## src/rtl/rcm_pkg.sv

```systemverilog
`default_nettype none

package rcm_pkg;

    localparam int AliveTicksW = 4;
    localparam int HoldTicksW  = 8;
    localparam int RepressW    = 5;
    localparam int PressCountW = 3;
    localparam int PowerTicksW = 6;
    localparam int ByteW       = 8;

    localparam int IN_TDATA_W  = 40;
    localparam int OUT_TDATA_W = 16;
    localparam int CFG_INDEX_W = 3;
    localparam int CFG_DATA_W  = 8;

    localparam int ALIVE_PERIOD_DEF  = 10;
    localparam int HOLD_TICKS_DEF    = 160;
    localparam int REPRESS_TICKS_DEF = 16;
    localparam int POWER_TICKS_DEF   = 50;

    localparam logic [CFG_INDEX_W-1:0] CFG_LIB_KNOWN         = 3'd0;
    localparam logic [CFG_INDEX_W-1:0] CFG_STABLE_CODE       = 3'd1;
    localparam logic [CFG_INDEX_W-1:0] CFG_CODE_START_SELECT = 3'd2;
    localparam logic [CFG_INDEX_W-1:0] CFG_CODE_SHOULDERS    = 3'd3;
    localparam logic [CFG_INDEX_W-1:0] CFG_CODE_STICKS       = 3'd4;
    localparam logic [CFG_INDEX_W-1:0] CFG_CODE_UP           = 3'd5;
    localparam logic [CFG_INDEX_W-1:0] CFG_SNAPSHOT_ENABLE   = 3'd6;

    typedef struct packed {
        logic             lib_known;
        logic [ByteW-1:0] stable_code;
        logic [ByteW-1:0] code_start_select;
        logic [ByteW-1:0] code_shoulders;
        logic [ByteW-1:0] code_sticks;
        logic [ByteW-1:0] code_up;
        logic             snapshot_enable;
    } cfg_t;

    typedef struct packed {
        logic             power_pressed;
        logic [ByteW-1:0] buttons_second;
        logic [ByteW-1:0] buttons_first;
        logic [ByteW-1:0] pad_frame;
        logic [ByteW-1:0] pad_state;
        logic             pad_present;
    } item_t;

    typedef struct packed {
        logic             request_valid;
        logic [ByteW-1:0] request_code;
        logic             cancel_poweroff;
        logic             alive;
        logic             alive_valid;
    } result_t;

endpackage

`default_nettype wire

```

## src/rtl/rcm_cfg.sv

```systemverilog
`default_nettype none

module rcm_cfg (
    input  wire logic                           clk,
    input  wire logic                           rst_n,
    input  wire logic                           cfg_we,
    input  wire logic [rcm_pkg::CFG_INDEX_W-1:0] cfg_index,
    input  wire logic [rcm_pkg::CFG_DATA_W-1:0]  cfg_data,
    output rcm_pkg::cfg_t                       cfg
);
    import rcm_pkg::*;

    cfg_t cfg_reg;
    cfg_t cfg_next;

    always_comb
    begin
        cfg_next = cfg_reg;
        if (cfg_we)
        begin
            case (cfg_index)
                CFG_LIB_KNOWN:         cfg_next.lib_known         = cfg_data[0];
                CFG_STABLE_CODE:       cfg_next.stable_code       = cfg_data;
                CFG_CODE_START_SELECT: cfg_next.code_start_select = cfg_data;
                CFG_CODE_SHOULDERS:    cfg_next.code_shoulders    = cfg_data;
                CFG_CODE_STICKS:       cfg_next.code_sticks       = cfg_data;
                CFG_CODE_UP:           cfg_next.code_up           = cfg_data;
                CFG_SNAPSHOT_ENABLE:   cfg_next.snapshot_enable   = cfg_data[0];
                default:               cfg_next = cfg_reg;
            endcase
        end
    end

    always_ff @(posedge clk or negedge rst_n)
    begin
        if (!rst_n)
        begin
            cfg_reg.lib_known         <= 1'b0;
            cfg_reg.stable_code       <= 8'd0;
            cfg_reg.code_start_select <= 8'd1;
            cfg_reg.code_shoulders    <= 8'd0;
            cfg_reg.code_sticks       <= 8'd2;
            cfg_reg.code_up           <= 8'd3;
            cfg_reg.snapshot_enable   <= 1'b0;
        end
        else
        begin
            cfg_reg <= cfg_next;
        end
    end

    assign cfg = cfg_reg;

endmodule

`default_nettype wire

```

## src/rtl/rcm_core.sv

```systemverilog
`default_nettype none

module rcm_core #(
    parameter int ALIVE_PERIOD  = rcm_pkg::ALIVE_PERIOD_DEF,
    parameter int HOLD_TICKS    = rcm_pkg::HOLD_TICKS_DEF,
    parameter int REPRESS_TICKS = rcm_pkg::REPRESS_TICKS_DEF,
    parameter int POWER_TICKS   = rcm_pkg::POWER_TICKS_DEF
) (
    input  wire logic            clk,
    input  wire logic            rst_n,
    input  wire logic            accept,
    input  rcm_pkg::item_t       item,
    input  rcm_pkg::cfg_t        cfg,
    output rcm_pkg::result_t     result
);
    import rcm_pkg::*;

    localparam logic [AliveTicksW-1:0] AliveMax   = '1;
    localparam logic [HoldTicksW-1:0]  HoldMax    = '1;
    localparam logic [RepressW-1:0]    RepressMax = '1;
    localparam logic [PressCountW-1:0] PressMax   = '1;
    localparam logic [PowerTicksW-1:0] PowerMax   = '1;

    localparam logic [AliveTicksW-1:0] AlivePeriod  = AliveTicksW'(ALIVE_PERIOD);
    localparam logic [HoldTicksW-1:0]  HoldLimit    = HoldTicksW'(HOLD_TICKS);
    localparam logic [RepressW-1:0]    RepressLimit = RepressW'(REPRESS_TICKS);
    localparam logic [PowerTicksW-1:0] PowerLimit   = PowerTicksW'(POWER_TICKS);

    logic [AliveTicksW-1:0] alive_ticks_reg, alive_ticks_next;
    logic [ByteW-1:0]       last_frame_reg, last_frame_next;
    logic [HoldTicksW-1:0]  hold_ticks_reg, hold_ticks_next;
    logic [RepressW-1:0]    repress_reg, repress_next;
    logic [PressCountW-1:0] press_count_reg, press_count_next;
    logic [PowerTicksW-1:0] power_ticks_reg, power_ticks_next;
    logic [ByteW-1:0]       request_reg, request_next;

    logic                   stable;
    logic                   match;
    logic [RepressW-1:0]    repress_mid;

    always_comb
    begin
        alive_ticks_next = alive_ticks_reg;
        last_frame_next  = last_frame_reg;
        hold_ticks_next  = hold_ticks_reg;
        press_count_next = press_count_reg;
        power_ticks_next = power_ticks_reg;
        request_next     = request_reg;
        repress_mid      = repress_reg;
        repress_next     = repress_reg;
        result           = '0;

        stable = item.pad_present && cfg.lib_known && (item.pad_state == cfg.stable_code);
        match  = (item.buttons_second == cfg.code_start_select)
              || ((item.buttons_first == cfg.code_shoulders)
                  && (item.buttons_second == cfg.code_sticks))
              || ((item.buttons_second == cfg.code_up) && cfg.snapshot_enable);

        if (stable)
        begin
            if (alive_ticks_reg != AliveMax)
            begin
                alive_ticks_next = alive_ticks_reg + 1'b1;
            end
            if (alive_ticks_reg >= AlivePeriod)
            begin
                result.alive_valid = 1'b1;
                alive_ticks_next   = '0;
                if (item.pad_frame != last_frame_reg)
                begin
                    result.alive    = 1'b1;
                    last_frame_next = item.pad_frame;
                end
            end

            if (match)
            begin
                if ((hold_ticks_reg == '0) && (repress_reg != '0))
                begin
                    request_next = item.buttons_second;
                end
                else
                begin
                    if (repress_reg == '0)
                    begin
                        repress_mid = RepressW'(1);
                    end
                    if (hold_ticks_reg != HoldMax)
                    begin
                        hold_ticks_next = hold_ticks_reg + 1'b1;
                    end
                    if (hold_ticks_reg >= HoldLimit)
                    begin
                        request_next = item.buttons_second;
                    end
                end
            end
            else
            begin
                hold_ticks_next = '0;
            end
        end
        else if (!item.pad_present)
        begin
            hold_ticks_next = '0;
        end

        repress_next = repress_mid;
        if (repress_mid != '0)
        begin
            if (repress_mid != RepressMax)
            begin
                repress_next = repress_mid + 1'b1;
            end
            if (repress_mid >= RepressLimit)
            begin
                repress_next = '0;
            end
        end

        if (item.power_pressed && (press_count_reg != PressMax))
        begin
            press_count_next = press_count_reg + 1'b1;
        end

        if (press_count_next != '0)
        begin
            if (power_ticks_reg != PowerMax)
            begin
                power_ticks_next = power_ticks_reg + 1'b1;
            end
            if (power_ticks_reg >= PowerLimit)
            begin
                request_next = (press_count_next == PressCountW'(1)) ? cfg.code_sticks
                                                                    : cfg.code_start_select;
            end
        end

        result.cancel_poweroff = item.power_pressed;
        result.request_code    = request_next;
        result.request_valid   = (request_next != '0);
    end

    always_ff @(posedge clk or negedge rst_n)
    begin
        if (!rst_n)
        begin
            alive_ticks_reg <= '0;
            last_frame_reg  <= '0;
            hold_ticks_reg  <= '0;
            repress_reg     <= '0;
            press_count_reg <= '0;
            power_ticks_reg <= '0;
            request_reg     <= '0;
        end
        else if (accept)
        begin
            alive_ticks_reg <= alive_ticks_next;
            last_frame_reg  <= last_frame_next;
            hold_ticks_reg  <= hold_ticks_next;
            repress_reg     <= repress_next;
            press_count_reg <= press_count_next;
            power_ticks_reg <= power_ticks_next;
            request_reg     <= request_next;
        end
    end

`ifndef SYNTHESIS
    a_alive_ticks_bound: assert property (@(posedge clk) disable iff (!rst_n)
        alive_ticks_reg <= AlivePeriod)
        else $error("alive tick counter ran past its period");

    a_press_needs_power: assert property (@(posedge clk) disable iff (!rst_n)
        (press_count_reg == '0) |-> (power_ticks_reg == '0))
        else $error("power window counted without a press");

    a_state_holds_idle: assert property (@(posedge clk) disable iff (!rst_n)
        !accept |=> $stable(request_reg) && $stable(hold_ticks_reg))
        else $error("state moved without an accepted item");
`endif

endmodule

`default_nettype wire

```

## src/rtl/rcm_outbuf.sv

```systemverilog
`default_nettype none

module rcm_outbuf (
    input  wire logic        clk,
    input  wire logic        rst_n,
    input  wire logic        in_valid,
    output logic             in_ready,
    input  rcm_pkg::result_t in_data,
    output logic             out_valid,
    input  wire logic        out_ready,
    output rcm_pkg::result_t out_data
);
    import rcm_pkg::*;

    logic    main_valid_reg, main_valid_next;
    logic    skid_valid_reg, skid_valid_next;
    result_t main_data_reg, main_data_next;
    result_t skid_data_reg, skid_data_next;
    logic    push;
    logic    pop;

    assign in_ready = !skid_valid_reg;
    assign push     = in_valid && in_ready;
    assign pop      = main_valid_reg && out_ready;

    always_comb
    begin
        main_valid_next = main_valid_reg;
        skid_valid_next = skid_valid_reg;
        main_data_next  = main_data_reg;
        skid_data_next  = skid_data_reg;
        if (skid_valid_reg)
        begin
            if (pop)
            begin
                main_data_next  = skid_data_reg;
                skid_valid_next = 1'b0;
            end
        end
        else if (push)
        begin
            if (!main_valid_reg || pop)
            begin
                main_data_next  = in_data;
                main_valid_next = 1'b1;
            end
            else
            begin
                skid_data_next  = in_data;
                skid_valid_next = 1'b1;
            end
        end
        else if (pop)
        begin
            main_valid_next = 1'b0;
        end
    end

    always_ff @(posedge clk or negedge rst_n)
    begin
        if (!rst_n)
        begin
            main_valid_reg <= 1'b0;
            skid_valid_reg <= 1'b0;
        end
        else
        begin
            main_valid_reg <= main_valid_next;
            skid_valid_reg <= skid_valid_next;
        end
    end

    always_ff @(posedge clk)
    begin
        main_data_reg <= main_data_next;
        skid_data_reg <= skid_data_next;
    end

    assign out_valid = main_valid_reg;
    assign out_data  = main_data_reg;

`ifndef SYNTHESIS
    a_skid_implies_main: assert property (@(posedge clk) disable iff (!rst_n)
        skid_valid_reg |-> main_valid_reg)
        else $error("skid stage holds an item ahead of the output stage");

    a_fill_skid: assert property (@(posedge clk) disable iff (!rst_n)
        (push && main_valid_reg && !out_ready) |=> skid_valid_reg)
        else $error("item lost while the output stage was stalled");

    a_skid_drains: assert property (@(posedge clk) disable iff (!rst_n)
        (skid_valid_reg && pop) |=> (main_valid_reg && !skid_valid_reg
                                     && (main_data_reg == $past(skid_data_reg))))
        else $error("skid item not moved into the output stage");
`endif

endmodule

`default_nettype wire

```

## src/rtl/reset_combo_monitor_core.sv

```systemverilog
`default_nettype none

// Channel   Direction  tdata fields (lowest bit first)
// s_axis    in         pad_present, pad_state, pad_frame, buttons_first,
//                      buttons_second, power_pressed, zero fill to 40 bits
// m_axis    out        alive_valid, alive, cancel_poweroff, request_code,
//                      request_valid, zero fill to 16 bits
// cfg       in         cfg_we, cfg_index, cfg_data (write only)
//
// Each item is worked out in the cycle it is accepted and one item can be taken every cycle
// while the buffer's skid entry is empty. Results are presented from the buffer's output register.
// A two-entry output buffer lets one more item in while a result waits to be taken.
// Reset clears all counters, the latched request and the buffer, and loads the register defaults.

module reset_combo_monitor_core #(
    parameter int ALIVE_PERIOD  = rcm_pkg::ALIVE_PERIOD_DEF,
    parameter int HOLD_TICKS    = rcm_pkg::HOLD_TICKS_DEF,
    parameter int REPRESS_TICKS = rcm_pkg::REPRESS_TICKS_DEF,
    parameter int POWER_TICKS   = rcm_pkg::POWER_TICKS_DEF
) (
    input  wire logic                            clk,
    input  wire logic                            rst_n,
    input  wire logic                            s_axis_tvalid,
    output logic                                 s_axis_tready,
    // pad_present, pad_state, pad_frame, buttons_first, buttons_second, power_pressed
    input  wire logic [rcm_pkg::IN_TDATA_W-1:0]  s_axis_tdata,
    output logic                                 m_axis_tvalid,
    input  wire logic                            m_axis_tready,
    // alive_valid, alive, cancel_poweroff, request_code, request_valid
    output logic [rcm_pkg::OUT_TDATA_W-1:0]      m_axis_tdata,
    input  wire logic                            cfg_we,
    input  wire logic [rcm_pkg::CFG_INDEX_W-1:0] cfg_index,
    input  wire logic [rcm_pkg::CFG_DATA_W-1:0]  cfg_data
);
    import rcm_pkg::*;

    localparam int ItemW   = $bits(item_t);
    localparam int ResultW = $bits(result_t);

    cfg_t    cfg;
    item_t   item;
    result_t result;
    result_t out_result;
    logic    accept;

    assign item   = item_t'(s_axis_tdata[ItemW-1:0]);
    assign accept = s_axis_tvalid && s_axis_tready;

    rcm_cfg u_cfg (
        .clk       (clk),
        .rst_n     (rst_n),
        .cfg_we    (cfg_we),
        .cfg_index (cfg_index),
        .cfg_data  (cfg_data),
        .cfg       (cfg)
    );

    rcm_core #(
        .ALIVE_PERIOD  (ALIVE_PERIOD),
        .HOLD_TICKS    (HOLD_TICKS),
        .REPRESS_TICKS (REPRESS_TICKS),
        .POWER_TICKS   (POWER_TICKS)
    ) u_core (
        .clk    (clk),
        .rst_n  (rst_n),
        .accept (accept),
        .item   (item),
        .cfg    (cfg),
        .result (result)
    );

    rcm_outbuf u_outbuf (
        .clk       (clk),
        .rst_n     (rst_n),
        .in_valid  (s_axis_tvalid),
        .in_ready  (s_axis_tready),
        .in_data   (result),
        .out_valid (m_axis_tvalid),
        .out_ready (m_axis_tready),
        .out_data  (out_result)
    );

    assign m_axis_tdata = {{(OUT_TDATA_W-ResultW){1'b0}}, out_result};

endmodule

`default_nettype wire
```

## config.mk

```make
export PLATFORM = sky130hd
export DESIGN_NAME = reset_combo_monitor_core
export DESIGN_NICKNAME = d
export VERILOG_FILES = /design/src/rtl/rcm_pkg.sv /design/src/rtl/rcm_cfg.sv /design/src/rtl/rcm_core.sv /design/src/rtl/rcm_outbuf.sv /design/src/rtl/reset_combo_monitor_core.sv
export SDC_FILE = /design/constraint.sdc
export NUM_CORES = 1
export LEC_CHECK = 0
export ABC_AREA = 1
export BUFFER_PORTS_ARGS = -buffer_cell sky130_fd_sc_hd__buf_2
export CAP_MARGIN = 20
export CORE_MARGIN = 2
export CORE_UTILIZATION = 35
export CTS_BUF_LIST = sky130_fd_sc_hd__clkbuf_2
export DETAILED_ROUTE_END_ITERATION = 10
export MAX_ROUTING_LAYER = met4
export PLACE_DENSITY = 0.63
export SLEW_MARGIN = 10
export SYNTH_ARGS = -nofsm -noshare
export SYNTH_HDL_FRONTEND = slang
export SYNTH_SLANG_ARGS = --single-unit
```

## constraint.sdc

```tcl
create_clock -name clk -period 6.08 [get_ports clk]
set_input_delay 1.216 -clock clk [delete_from_list [all_inputs] [get_ports clk]]
set_output_delay 1.216 -clock clk [all_outputs]
set_load 0.01 [all_outputs]
```

## Yosys cells after proc, flatten, opt, wreduce, memory -nomap -nowiden

Index checks and enable logic that the tools add are counted.

| word-level totals | value |
|---|---|
| register bits after elaboration | 110 |
| word-level logic and storage cells | 134 |

| operators by class | value |
|---|---|
| $add $sub $neg | 5 |
| $lt $le $gt $ge | 4 |
| eq/ne operators | 23 |
| mux-type cells | 36 |
| bitwise gates (word level) | 2 |
| reductions and logical operators | 38 |

Operator list:

| cell | count |
|---|---|
| 8-bit two-way mux | 12 |
| 12-bit two-way mux | 4 |
| 8-bit == test | 5 |
| 5-bit two-way mux | 7 |
| 3-bit AND reduction | 5 |
| 2-bit AND reduction | 7 |
| 5-bit nonzero test | 2 |
| 3-bit == test (second input constant) | 3 |
| 3-bit != test (second input constant) | 3 |
| 8-bit by 1-bit adder with 8-bit output (second input constant) | 1 |
| 8-bit greater-or-equal comparator (second input constant) | 1 |
| 1-bit logical AND | 8 |
| 8-bit logical NOT | 1 |
| 1-bit two-way mux | 8 |
| 4-bit two-way mux | 2 |
| 8-bit != test | 1 |
| 8-bit != test (second input constant) | 1 |
| 4-bit AND reduction | 2 |
| 2-bit nonzero test | 4 |
| 8-bit nonzero test | 1 |
| 6-bit by 1-bit adder with 6-bit output (second input constant) | 1 |
| 3-bit by 1-bit == test with 1-bit output (second input constant) | 2 |
| 3-bit by 2-bit == test with 1-bit output (second input constant) | 2 |
| 6-bit greater-or-equal comparator (second input constant) | 1 |
| 18 further kinds | 24 |

## Logic depth before layout (Yosys ltp)

| depth | value |
|---|---|
| word-level depth | 12 |
| depth in mapped cells | 17 |
| gate-level depth less buffers | 17 |

## Hierarchy

Synthesis repeated with hierarchy kept, for this count alone.

| second synthesis, totals | value |
|---|---|
| cells, all modules | 757 |
| area, all modules | 6,132.1 sq um |

Modules (own cells, without submodules):

| module | instances | cells each | area each (sq um) | seq. area each (sq um) |
|---|---|---|---|---|
| rcm_core | 1 | 473 | 3,362.0 | 1,051.0 |
| rcm_cfg | 1 | 196 | 1,700.4 | 1,056.0 |
| rcm_outbuf | 1 | 81 | 1,028.5 | 770.7 |
| reset_combo_monitor_core | 1 | 7 | 41.3 | 0.0 |

## Worst setup path before layout

OpenSTA, ideal clock, no wires.

| timing path | value |
|---|---|
| kind | input -> register |
| from | input port s_axis_tdata[33] (netlist name) |
| to | register u_outbuf.main_data_reg, in the netlist u_outbuf.out_data[11] (data pin) |
| arrival time | 2.559 ns |
| slack | 3.269 ns |
| stages | 13 |
| path through | inv_1 or2_1 buf_6 xor2_2 nand3_4 nand2_4 nand3_1 nand2_2 nand2_1 nor2_1 nand2_2 nand2_1 nand2_1 |

RTL lines:

| what | line | RTL |
|---|---|---|
| start: declaration | reset_combo_monitor_core.sv:26 | `input wire logic [rcm_pkg::IN_TDATA_W-1:0] s_axis_tdata,` |
| end signal: assignment | rcm_outbuf.sv:75 | `main_data_reg <= main_data_next;` |
| end: declaration | rcm_outbuf.sv:17 | `result_t main_data_reg, main_data_next;` |

## Final worst setup path

| timing path | value |
|---|---|
| from | register u_outbuf.skid_valid_reg |
| to | output port s_axis_tready |

| between the ends | value |
|---|---|
| word-level cells in the longest chain between the ends | 1 |

Ends and longest elaborated chain:

| what | line | RTL |
|---|---|---|
| start: declaration | rcm_outbuf.sv:16 | `logic skid_valid_reg, skid_valid_next;` |
| start signal: assignment | rcm_outbuf.sv:69 | `skid_valid_reg <= skid_valid_next;` |
| 1-bit logical NOT | rcm_outbuf.sv:22 | `assign in_ready = !skid_valid_reg;` |
| end: declaration | reset_combo_monitor_core.sv:24 | `output logic s_axis_tready,` |

Every way passes these cells.

==> flow_summary.html <==
<table>
<tr><th>Metric</th><th>Value</th></tr>
<tr><th colspan="2">Run status</th></tr>
<tr><td>Result of the run</td><td>complete, no violations</td></tr>
<tr><th colspan="2">Drt</th></tr>
<tr><td>Ratio of routed vias to standard cells</td><td>4.430</td></tr>
<tr><td>Overall routed net length</td><td>11750 um</td></tr>
<tr><td>Drt first pass iters</td><td>5</td></tr>
<tr><td>Starting DRT DRC Count</td><td>300</td></tr>
<tr><td>DRT antenna net count</td><td>0</td></tr>
<tr><td>Post-DR wirelength/cell</td><td>12.00 um</td></tr>
<tr><td>DR vias</td><td>4337</td></tr>
<tr><td>Post-route DRC violation count</td><td>0</td></tr>
<tr><th colspan="2">Die</th></tr>
<tr><td>Number of cell rows</td><td>46</td></tr>
<tr><td>Die width</td><td>132.4 um</td></tr>
<tr><td>Area of the core</td><td>16000 um2</td></tr>
<tr><td>Boundary pin count</td><td>74</td></tr>
<tr><td>Overall die area</td><td>17530 um2</td></tr>
<tr><td>Chip height</td><td>132.4 um</td></tr>
<tr><td>Initial cell density of the core</td><td>36.07%</td></tr>
<tr><th colspan="2">Timing</th></tr>
<tr><td>Minimum hold slack</td><td>0.3809 ns</td></tr>
<tr><td>Actual transition at the worst max-transition pin</td><td>0.9032 ns</td></tr>
<tr><td>Top achievable clock speed</td><td>0.3243 GHz</td></tr>
<tr><td>Pins over their slew limit</td><td>0</td></tr>
<tr><td>RSZ-0062 raised after global routing</td><td>false</td></tr>
<tr><td>Slew headroom</td><td>39.79%</td></tr>
<tr><td>Total count of hold-check failures in the final report</td><td>0</td></tr>
<tr><td>Period utilization</td><td>50.72%</td></tr>
<tr><td>Final worst path period need</td><td>3.084 ns</td></tr>
<tr><td>Clock skew after layout</td><td>0.03255 ns</td></tr>
<tr><td>Final setup TNS</td><td>0 ns</td></tr>
<tr><td>Endpoints failing setup</td><td>0</td></tr>
<tr><th colspan="2">Global route</th></tr>
<tr><td>Initial antenna violation count</td><td>0</td></tr>
<tr><td>Total global-route track usage</td><td>14.68%</td></tr>
<tr><td>Via count of the first global-routing pass</td><td>4139</td></tr>
<tr><td>Gr ovfl total</td><td>0</td></tr>
<tr><td>First-pass GRT wire length</td><td>20200 um</td></tr>
<tr><td>Largest net degree at the start of global routing</td><td>70</td></tr>
<tr><th colspan="2">Worst setup path</th></tr>
<tr><td>Setup CP Type</td><td>flop to output pin</td></tr>
<tr><td>Crit. End Element</td><td>output pin</td></tr>
<tr><td>Worst path top cell family by delay</td><td>flip-flops</td></tr>
<tr><td>Worst setup SP type</td><td>flop</td></tr>
<tr><td>Data arrival time at the worst-slack endpoint</td><td>1.87 ns</td></tr>
<tr><td>Number of buffers and inverters on the critical path</td><td>2</td></tr>
<tr><td>Required time of the critical path</td><td>4.86 ns</td></tr>
<tr><td>Maximum fanout along the worst path</td><td>25</td></tr>
<tr><td>Critical-path cell with the highest stage delay</td><td>dfrtp_1</td></tr>
<tr><td>Worst path cell trace</td><td>inv_1, buf_2</td></tr>
<tr><td>FF-to-FF setup slack</td><td>3.41 ns</td></tr>
<tr><td>Slowest Stage Delay on Critical Path</td><td>0.82 ns</td></tr>
<tr><th colspan="2">Logic synthesis</th></tr>
<tr><td>Share of flip-flops with an asynchronous set or reset after synthesis</td><td>78.18%</td></tr>
<tr><td>Mean cell area of the mapped netlist</td><td>8.303 um2</td></tr>
<tr><td>Number of unique standard cell types used by synthesis</td><td>40</td></tr>
<tr><td>Post-synth EDFFs</td><td>24</td></tr>
<tr><td>Synth Cell Area</td><td>5771 um2</td></tr>
<tr><td>Most frequently used flop master after synthesis</td><td>dfrtp_1</td></tr>
<tr><td>Number of storage elements in the synthesis netlist</td><td>110</td></tr>
<tr><td>Leading area contributor after synthesis</td><td>dfrtp_1</td></tr>
<tr><td>Synth top area cells</td><td>dfrtp_1 (36%), nand2_1 (13%), edfxtp_1 (12%)</td></tr>
<tr><td>Synthesized instance count</td><td>695</td></tr>
<tr><td>Top-area cell type share of the netlist area</td><td>35.56%</td></tr>
<tr><td>Total number of yosys warnings</td><td>0</td></tr>
<tr><td>Share of the yosys chip area belonging to registers</td><td>49.87%</td></tr>
<tr><th colspan="2">Power and ir drop</th></tr>
<tr><td>Switching pwr</td><td>728.4 uW</td></tr>
<tr><td>Leakage component of the power</td><td>3.237 nW</td></tr>
<tr><td>Power per cell area</td><td>303.5 nW/um2</td></tr>
<tr><td>Combinational group share of total power</td><td>30.1%</td></tr>
<tr><td>Cell internal power dissipation</td><td>1.214 mW</td></tr>
<tr><td>Share of total power in the clock network</td><td>16.2%</td></tr>
<tr><td>Switching part of the total</td><td>37.50%</td></tr>
<tr><td>Maximum vdd drop</td><td>0.1508 mV</td></tr>
<tr><td>Register share of total power</td><td>53.7%</td></tr>
<tr><th colspan="2">Placement</th></tr>
<tr><td>IO Port Bufs</td><td>63</td></tr>
<tr><td>Routability congestion estimate from global placement</td><td>0.8095</td></tr>
<tr><td>Area after DPL</td><td>6295 um2</td></tr>
<tr><td>Half-perimeter wire length of the detailed placement result</td><td>8692 um</td></tr>
<tr><th colspan="2">Clock tree</th></tr>
<tr><td>Clock-pin slew on the worst setup and hold paths</td><td>0.30 ns</td></tr>
<tr><td>CTS resizes</td><td>0</td></tr>
<tr><td>Number of hold buffers added after cts</td><td>0</td></tr>
<tr><td>H-tree levels</td><td>3</td></tr>
<tr><td>CTS Root Buffer Type</td><td>clkbuf_2</td></tr>
<tr><td>CTS tree</td><td>done</td></tr>
<tr><td>Clock sink count</td><td>110</td></tr>
<tr><td>Clk buf depth</td><td>2</td></tr>
<tr><td>CTS Buf Count</td><td>9</td></tr>
<tr><td>Insertion delay of the later-clocked pin in the worst-skew pair</td><td>0.64 ns</td></tr>
<tr><td>Postcts setup bufs</td><td>0</td></tr>
<tr><th colspan="2">Finish</th></tr>
<tr><td>Number of diodes</td><td>0</td></tr>
<tr><td>Flip-flop count of the largest register after layout</td><td>42</td></tr>
<tr><td>P&amp;R area growth vs syn</td><td>10.91%</td></tr>
<tr><td>Final cell area excluding filler cells</td><td>6400 um2</td></tr>
<tr><td>Fraction of final layout cells with drive strength greater than 1</td><td>17.69%</td></tr>
<tr><td>Count of nets after finishing</td><td>823</td></tr>
<tr><th colspan="2">Min path</th></tr>
<tr><td>Path category of the worst min-delay check</td><td>input pin to asynchronous set/reset pin</td></tr>
<tr><th colspan="2">Flow run</th></tr>
<tr><td>Max-capacitance violation count</td><td>0</td></tr>
</table>
-- layer usage --
| layer | global-route usage (%) | routed length [um] |
|---|---|---|
| met1 | 20.12 | 5999 |
| met5 | - | 0 |
| met4 | 3.226 | 90 |
| met2 | 22.08 | 5130 |
| met3 | 3.614 | 531 |
-- power by group through the flow --
stage	clock network [mW]	logic, mW	registers [mW]
after detailed placement	0	0.590	1.06
after floorplan	0	0.436	1.05
after global placement	0	0.578	1.06
after CTS	0.334	0.592	1.05
after global routing	0.359	0.676	1.07
final	0.315	0.584	1.04
-- worst paths after layout --
check	start	endpoint	cells after the start
worst max-delay path	u_outbuf.skid_valid_reg$_DFF_PN0_	s_axis_tready	2
worst min-delay path	rst_n	u_core.request_reg[7]$_DFFE_PN0P_	1
worst max register to register	u_core.press_count_reg[0]$_DFFE_PN0P_	u_outbuf.out_data[11]$_DFFE_PP_	14
worst min register to register	u_core.power_ticks_reg[5]$_DFFE_PN0P_	u_core.power_ticks_reg[5]$_DFFE_PN0P_	1
max in group asynchronous	rst_n	u_cfg.cfg[39]$_DFFE_PN0P_	2
min in group clk	u_core.power_ticks_reg[5]$_DFFE_PN0P_	u_core.power_ticks_reg[5]$_DFFE_PN0P_	1
-- stage by stage --
stage	worst slack (ns)	std cells	power [mW]	util (%)
floorplan	3.269	698	1.483	-
global placement	2.823	962	1.636	39.34
detailed placement	2.827	962	1.651	39.34
CTS	2.944	978	1.971	39.95
global route	2.780	979	2.104	40.00
finish	2.996	979	1.943	40.00
-- final cells by class --
cell class              instances  area [um2]
fillers                      1698        9600
flip-flops and latches        110        2878
multi-input cells             477        2461
inverters                      94       352.8
repair buffers                 66       340.3
well taps                     216       270.3
clock buffers                  10       50.05
clock inverters                 6       47.55
-- kinds of logic after synthesis --
family | count (synthesis) | share of synthesized area (%)
flops | 110 | 49.87
fa+ha+maj | 9 | 1.951
xor+xnor | 30 | 4.683
other cells | 1 | 0.06499
simple gates | 330 | 24.96
compound gates | 94 | 8.456
buf+inv | 111 | 7.676
mux | 10 | 2.342
-- synth_stat cells, types with 2 or more instances --
library cell  number
a21oi_1           18
a31oi_1            2
buf_4              5
clkbuf_1          11
dfrtp_1           82
dfstp_2            4
edfxtp_1          24
ha_1               9
inv_1             80
inv_2             14
mux2_2             7
mux2i_4            2
nand2_1          197
nand2_2           10
nand3_1           37
nand3_2            3
nand4_1            6
nor2_1            55
nor2_2             3
nor2_4             2
nor3_1             3
nor4_1             5
o21ai_0           70
or2_1              3
xnor2_1           11
xor2_1            18
-- worst reg2reg max path, stage by stage (launching register included) --
cell     delay, ns
dfrtp_1       0.50
ha_1          0.22
ha_1          0.17
or2_1         0.34
mux2i_4       0.27
nand3_4       0.13
nand2_4       0.10
inv_2         0.14
nand3_1       0.10
nand2_1       0.16
nand2_2       0.06
nor2_1        0.11
nand2_2       0.07
nand2_1       0.06
nand2_1       0.05
-- cells in the final DEF (no fill, tap or decap), types with 2 or more instances in the layout --
cell / synthesis / routed
o21ai_0: 70 / 70
nor2_1: 55 / 55
xnor2_1: 11 / 11
inv_6: 0 / 2
clkinv_4: 0 / 2
dfrtp_1: 82 / 82
or2_1: 3 / 3
clkbuf_2: 0 / 10
nand2_2: 10 / 10
nand4_1: 6 / 6
inv_1: 80 / 80
nand3_1: 37 / 37
buf_2: 0 / 62
a31oi_1: 2 / 2
nor4_1: 5 / 5
mux2_2: 7 / 7
nor3_1: 3 / 3
edfxtp_1: 24 / 24
a21oi_1: 18 / 18
xor2_1: 18 / 18
mux2i_4: 2 / 2
nor2_2: 3 / 3
conb_1: 1 / 4
dfstp_2: 4 / 4
inv_2: 14 / 14
nand3_2: 3 / 3
nor2_4: 2 / 2
nand2_1: 197 / 197
ha_1: 9 / 9
buf_4: 5 / 4
Note: power is estimated with default switching activity, not from simulation.
